## src/rtl/bpc_pkg.sv

```systemverilog
// Package for the bitmap parity checker: word widths, lane split,
// lane and verdict structs, verdict codes. No dependencies.
package bpc_pkg;

    localparam int PIX_W     = 20;
    localparam int LANES     = 4;
    localparam int LANE_W    = PIX_W / LANES;
    localparam int LCW       = $clog2(LANE_W + 1);
    localparam int LIW       = (LANE_W > 1) ? $clog2(LANE_W) : 1;
    localparam int CNT_W     = $clog2(PIX_W + 1);
    localparam int THR_W     = 9;
    localparam int BLACK_W   = 9;
    localparam int TOTAL_W   = 6;
    localparam int POS_W     = 5;

    localparam logic [THR_W-1:0] THR_RESET = 9'd200;

    typedef enum logic [1:0] {
        PIC_CORRECT    = 2'd0,
        PIC_REPAIRABLE = 2'd1,
        PIC_BROKEN     = 2'd2
    } t_pic_state;

    typedef struct packed {
        logic [LCW-1:0] row_cnt;
        logic [LCW-1:0] diff_cnt;
        logic           diff_any;
        logic [LIW-1:0] diff_low;
    } t_lane_res;

    typedef struct packed {
        t_pic_state         state;
        logic [TOTAL_W-1:0] mismatch_total;
        logic [POS_W-1:0]   repair_row;
        logic [POS_W-1:0]   repair_col;
    } t_verdict;

endpackage

```

## src/rtl/bpc_merge.sv

```systemverilog
// Merge of the lane results for the column parity word: mismatch total,
// verdict and repair position. Uses bpc_pkg.
module bpc_merge
    import bpc_pkg::*;
#(
    parameter int SIDE = 20
) (
    input  t_lane_res                     i_lanes [LANES],
    input  logic [$clog2(SIDE + 2)-1:0]   i_row_mis,
    input  logic [$clog2(SIDE + 2)-1:0]   i_first_bad,
    output t_verdict                      o_verdict
);

    localparam int RW = $clog2(SIDE + 2);
    localparam int TW = RW + CNT_W;
    localparam logic [RW-1:0] SIDE_P1 = RW'(SIDE + 1);

    logic [CNT_W-1:0] col_bad;
    logic [POS_W-1:0] first_col;
    logic [TW-1:0]    total;

    always_comb begin
        col_bad   = '0;
        first_col = '0;
        for (int l = 0; l < LANES; l++) begin
            col_bad = col_bad + CNT_W'(i_lanes[l].diff_cnt);
        end
        for (int l = LANES - 1; l >= 0; l--) begin
            if (i_lanes[l].diff_any) begin
                first_col = POS_W'(l * LANE_W) + POS_W'(i_lanes[l].diff_low) + POS_W'(1);
            end
        end
        total = TW'(i_row_mis) + TW'(col_bad);

        o_verdict                = '0;
        o_verdict.mismatch_total = TOTAL_W'(total);
        if (col_bad > CNT_W'(1) || i_row_mis > RW'(1)) begin
            o_verdict.state = PIC_BROKEN;
        end else if (col_bad == CNT_W'(1) || i_row_mis == RW'(1)) begin
            o_verdict.state      = PIC_REPAIRABLE;
            o_verdict.repair_row = (i_row_mis != '0) ? POS_W'(i_first_bad) : POS_W'(SIDE_P1);
            o_verdict.repair_col = (col_bad != '0) ? first_col : POS_W'(SIDE_P1);
        end else begin
            o_verdict.state = PIC_CORRECT;
        end
    end

endmodule
```

## config.mk

```make
export PLATFORM = sky130hd
export DESIGN_NAME = bpc_merge
export DESIGN_NICKNAME = d
export VERILOG_FILES = /design/src/rtl/bpc_pkg.sv /design/src/rtl/bpc_merge.sv
export SDC_FILE = /design/constraint.sdc
export NUM_CORES = 1
export LEC_CHECK = 0
export BUFFER_PORTS_ARGS = -buffer_cell sky130_fd_sc_hd__buf_2
export CORE_ASPECT_RATIO = 0.9
export CORE_UTILIZATION = 30
export DETAILED_ROUTE_END_ITERATION = 7
export PLACE_DENSITY = 0.71
export SYNTH_ARGS = -nofsm -noshare
export SYNTH_HDL_FRONTEND = slang
export SYNTH_SLANG_ARGS = --single-unit
```

## constraint.sdc

```tcl
create_clock -name vclk -period 5
set_clock_uncertainty 0.2 [all_clocks]
set_input_delay 1 -clock vclk [all_inputs]
set_output_delay 1 -clock vclk [all_outputs]
set_load 0.1 [all_outputs]
```

**Yosys cells after proc, flatten, opt, wreduce, memory -nomap -nowiden**

Index checks and enable logic that the tools add are counted.

- Output and inout port bits: 18
- Input port bits: 50
- Bits in registers: 0
- Logic and storage cells: 29

- Reductions and logical operators: 4
- $lt $le $gt $ge: 2
- Add/subtract/negate cells: 11
- Muxes and demuxes: 10
- Eq/ne operators: 2

Operators with widths:

| kind | count |
|---|---|
| $mux 5 | 6 |
| $mux 10 | 2 |
| $add 4x3->5 const A | 2 |
| $add 5x1->5 const B | 2 |
| $eq 5x1->1 const B | 2 |
| $gt 5x1->1 const B | 2 |
| $reduce_bool 5->1 | 2 |
| $add 5x5->6 | 1 |
| $add 4x1->5 const B | 1 |
| $add 4x3->5 | 1 |
| $add 5x3->5 | 1 |
| $add 3x1->4 const B | 1 |
| $add 3x3->4 | 1 |
| $add 3x3->4 const A | 1 |
| $logic_or 1x1->1 | 2 |
| $mux 2 | 1 |
| $mux 1 | 1 |

**Depth between registers and ports, before layout**

Gate-level depths: netlist (run 1).

- Depth after elaboration: 9
- Gate-level depth with buffers: 11
- Depth with buffers taken out: 11

**Worst setup path after synthesis (run 1)**

Ideal clock, no wire load.

- Path kind: input -> output
- Start point: in i_lanes[5] in the netlist's numbering
- End point: out o_verdict[1] in the netlist's numbering
- Arrival time: 6.339 ns
- Path buffers: 0
- Stages on the path: 9
- Required time: 3.800 ns
- Setup slack: -2.539 ns
- Cell sequence: fa_1 > fa_1 > ha_1 > inv_1 > fa_1 > inv_1 > nor3_4 > nand3_1 > a211oi_1

RTL lines:

| what | line | source |
|---|---|---|
| from (decl) | bpc_merge.sv:8 | `input t_lane_res i_lanes [LANES],` |
| to (decl) | bpc_merge.sv:11 | `output t_verdict o_verdict` |

==> results.cfg, run 1 <==
[logic_synthesis]
syn_area_per_cell_um2 = 8.09
syn_area_um2 = 761
synth_cell_types = 30
yosys.area.top_type = ha_1
seq_area_frac_synth = 0
synth_top_cell_area_share = 0.214
yosysWarnings = 0
synth_cells = 94
yosys-top-cells-area = ha_1 (21%), fa_1 (18%), inv_1 (10%), a21oi_1 (5.3%), o2111ai_4 (3.5%)
synth_fp_nets = 164

[routing]
dr_total_vias = 977
drc = 0
vias_per_cell = 5.17
wl_per_cell_um = 14.6
finalWirelength_mm = 2.76
dr.first_iter.drc_count = 28
drt-pass1-iter-count = 4
postRouteAntennaNets = 0

[grt]
grt_pass1_vias = 1022
grt_pass1_wl_mm = 4.26
grt_max_degree = 10
track_usage = 0.208
antenna_found_initial = 0
overflow = 0

[placement]
dp_cells = 188
gp_congestion = 0.917
dpl.hpwl_mm = 2.32
port_buffers = 56
place_area_um2 = 1610
preCtsSetupSlack_ns = -0.244

[finish]
seq_area_um2 = 0
area_growth_pct = 124
final_cells = 189
seq_cells = 0
final_layout_size_suffix_gt1_frac = 0.611
diodes = 0
nNetsFinal = 234
design_area_um2 = 1710
num-clock-buffers = 0

[timing]
fmaxAchievable_mhz = 197
drv_slew = 0
rsz0062_at_grt = true
worst_pin_slew_ns = 0.495
whs_ns = 2.20
timing.final.crit_share = 1.01
finalSetupViolations = 7
timing.final.ws_setup_ns = -0.0693
hold_viol_final = 0
post-route-min-period_ns = 5.07
maxSlewHeadroom = 0.672

[die]
die_w_um = 55.1
die_area_um2 = 2740
initial_core_util = 0.333
floorplan.core_area_um2 = 2280
ios = 68
dieHeight_um = 49.8
row_count = 16

[setup_path]
required_ns = 3.80
critPathTopFamily = adder cells
slowest_stage = fa_1
cp-end-kind = primary output
cp.arrival_ns = 3.87
path_cells = buf_6 -> fa_1 -> fa_1 -> ha_2 -> inv_2 -> fa_2 -> xnor2_4 -> nor3_4 -> o2111ai_4 -> buf_6 -> nor3b_4 -> buf_12
crit_type = input port to primary output
crit_path_start_kind = input port
path_buf_inv = 4
path_max_fanout = 2
cp_slowest_stage_delay_ns = 0.51

[min_path]
whs_endpoint = o_verdict[8]
hp-class = input port to primary output
min_path_cells = 3
hold_start = i_first_bad[3]

[flow_run]
cap_viol_max_count = 0

[power_and_ir_drop]
totalPowerFinal_mw = 0.770
leakage_nw = 0.790
power_density_nw_per_um2 = 451
vdd.ir_drop.worst_uv = 720

[outcome]
status = finished, violations left
violations = setup timing

[clock_network]
cts.hold.buffers_added = 0
[power breakdown]
group	switching, mW	total [mW]	internal [mW]
clock	0	0	0
combinational	0.463	0.770	0.307
sequential	0	0	0
total	0.463	0.770	0.307
[stage by stage]
stage / setup TNS (ns) / utilization
6_report: -0.314 / 0.748
5_1_grt: -2.03 / 0.748
4_1_cts: -1.03 / 0.723
3_5_place_dp: -1.79 / 0.703
3_3_place_gp: -0.639 / 0.703
2_1_floorplan: -3.68 / -
[timing repair]
item,in CTS,in global routing
pin swaps,4,11
setup endpoints to repair,15,15
hold endpoints to repair,0,0
setup buffers,0,1
resized for setup,10,10
[cells in the final DEF, fill, tap and decap left out, types with 2 or more instances in the layout]
master | netlist | final
buf_2 | 0 | 38
inv_1 | 21 | 18
a21oi_4 | 0 | 3
a21o_1 | 3 | 3
a31oi_4 | 0 | 2
nor2_4 | 0 | 3
fa_1 | 7 | 6
ha_1 | 13 | 10
nand2_1 | 3 | 3
inv_2 | 0 | 2
xnor2_4 | 0 | 3
nor3_4 | 1 | 2
ha_4 | 0 | 2
nor2b_1 | 2 | 2
buf_12 | 0 | 16
buf_4 | 0 | 6
a21oi_1 | 8 | 5
o21ai_0 | 3 | 2
nor3b_4 | 0 | 2
buf_6 | 0 | 9
nor2_1 | 6 | 3
[layout make-up]
type                            instances  area (um2)
Inverter                               21        81.3
Tap cell                               27        33.8
Multi-Input combinational cell         72         935
Timing Repair Buffer                   69         657
Fill cell                             167         576
[worst max-delay path by stage]
stage,from,end,cells past startpoint
after detailed placement,i_lanes[5],o_verdict[14],12
final,i_lanes[5],o_verdict[6],12
after global placement,i_lanes[5],o_verdict[14],12
after floorplan,i_lanes[5],o_verdict[1],9
after CTS,i_lanes[25],o_verdict[2],13
after global routing,i_lanes[4],o_verdict[6],12
[metal layers]
layer  up-vias  GRT usage  part of all wire
met2        47      0.396              0.59
li1        463          -                 -
met4         0     0.0583             0.014
met3         8     0.0247             0.064
met5         -          0                 0
met1       459      0.227              0.33
[cells in the mapped netlist, types with 2 or more instances]
master,count
o21ai_0,3
a31oi_1,3
nor2b_1,2
ha_1,13
xor2_1,2
a21o_1,3
inv_1,21
xnor2_1,3
nor2_1,6
fa_1,7
a21oi_1,8
nand2_1,3
nor3b_2,2
nand3_1,2
[cells by family (layout without fill, tap and decap cells)]
kind of cell,Yosys count,count (layout),share of synthesized area
buffers and inverters,22,90,0.109
XOR/XNOR,5,5,0.0576
AND/OR/NAND/NOR,22,22,0.197
AO/OA/AOI/OAI,25,25,0.239
adder cells (fa/ha/maj),20,20,0.398
No activity file was read; power rests on OpenSTA's default activity.
==> run 2: changes to the inputs <==
==> constraint.sdc (replaced) <==
create_clock -name vclk -period 5
set_clock_uncertainty 0.2 [all_clocks]
set_input_delay 1 -clock vclk [all_inputs]
set_output_delay 1 -clock vclk [all_outputs]
set_load 0.05 [all_outputs]
==> results.cfg, run 2 (synthesis results as in run 1) <==
[outcome]
status = finished, violations left
violations = setup timing

[routing]
postRouteAntennaNets = 0
drc = 0
vias_per_cell = 5.07
dr_total_vias = 943
drt-pass1-iter-count = 4
wl_per_cell_um = 13.2
finalWirelength_mm = 2.45
dr.first_iter.drc_count = 18

[timing]
rsz0062_at_grt = true
maxSlewHeadroom = 0.663
fmaxAchievable_mhz = 196
hold_viol_final = 0
post-route-min-period_ns = 5.09
worst_pin_slew_ns = 0.501
timing.final.crit_share = 1.02
drv_slew = 0
timing.final.ws_setup_ns = -0.0911
finalSetupViolations = 9

[setup_path]
cp-end-kind = primary output
path_max_fanout = 5
startpoint = i_lanes[25]
crit_type = input port to primary output
cp.arrival_ns = 3.89
required_ns = 3.80
crit_path_start_kind = input port

[die]
die_area_um2 = 2740
ios = 68
floorplan.core_area_um2 = 2280
dieHeight_um = 49.8
initial_core_util = 0.333
die_w_um = 55.1
row_count = 16

[finish]
num-clock-buffers = 0
seq_cells = 0
area_growth_pct = 82.6
layout_common_cells = buf_2 (40), inv_1 (19), buf_6 (17)
diodes = 0
final_cells = 186
nNetsFinal = 231
final_layout_size_suffix_gt1_frac = 0.579
seq_area_um2 = 0
mostFrequentLayoutCell = buf_2
fillers = 199

[grt]
grt_pass1_vias = 999
track_usage = 0.195
antenna_found_initial = 0
overflow = 0
grt_pass1_wl_mm = 4.03
grt_max_degree = 10

[power_and_ir_drop]
vdd.ir_drop.worst_uv = 495
totalPowerFinal_mw = 0.496
power_density_nw_per_um2 = 357
leakage_nw = 0.710

[placement]
port_buffers = 56
dp_cells = 184
gp_congestion = 0.919
dpl.hpwl_mm = 1.90

[clock_network]
cts.hold.buffers_added = 0

[min_path]
hp-class = input port to primary output
hold_start = i_first_bad[3]

[flow_run]
cap_viol_max_count = 0
## run 2: per-stage QoR
step | hold WS, ns | utilization | setup slack, ns | area [um2] | setup TNS (ns)
final | 2.18 | 0.609 | -0.0911 | 1390 | -0.460
after floorplan | 2.03 | - | -0.236 | 816 | -1.30
after CTS | 2.18 | 0.593 | -0.142 | 1350 | -1.06
after global placement | 2.22 | 0.520 | -0.182 | 1190 | -1.51
after detailed placement | 2.23 | 0.520 | -0.237 | 1190 | -2.22
after global routing | 2.20 | 0.609 | -0.222 | 1390 | -2.04
## run 2: final cells by class
| cell class | count | area, um2 | share of cell area |
|---|---|---|---|
| well taps | 27 | 33.8 | 0.0243 |
| multi-input cells | 73 | 825 | 0.594 |
| inverters | 21 | 78.8 | 0.0568 |
| repair buffers | 65 | 452 | 0.325 |
## run 2: path summary, 6_finish.rpt
check,slack [ns],to,cells after the start
min,2.18,o_verdict[8],3
max,-0.09,o_verdict[2],13
## run 2: worst max-delay path, stage by stage
cell and delay (ns):
buf_6 0.09, fa_1 0.49, fa_1 0.53, ha_2 0.20, inv_2 0.04, fa_2 0.35
xnor2_2 0.15, buf_4 0.15, nor3_4 0.15, buf_6 0.15, o2111ai_4 0.13, a31oi_1 0.22
buf_4 0.23
## run 2: what timing repair did
item / CTS / global route
pin swaps: 13 / 9
gates resized for setup: 38 / 10
setup buffers: 2 / 0
gates cloned: 1 / 0
endpoints found under the setup margin: 14 / 16
## run 2: per-layer routing
layer	part of all wire	GRT usage	vias up
li1	-	-	455
met4	0.017	0.0292	0
met2	0.56	0.394	37
met1	0.37	0.210	445
met5	0	0	-
met3	0.050	0.0123	6
## run 2: power by group
| part | internal, mW | switching (mW) | total (mW) | leakage, nW |
|---|---|---|---|---|
| Combinational | 0.209 | 0.288 | 0.496 | 0.710 |
| Sequential | 0 | 0 | 0 | 0 |
| Clock | 0 | 0 | 0 | 0 |
| Total | 0.209 | 0.288 | 0.496 | 0.710 |
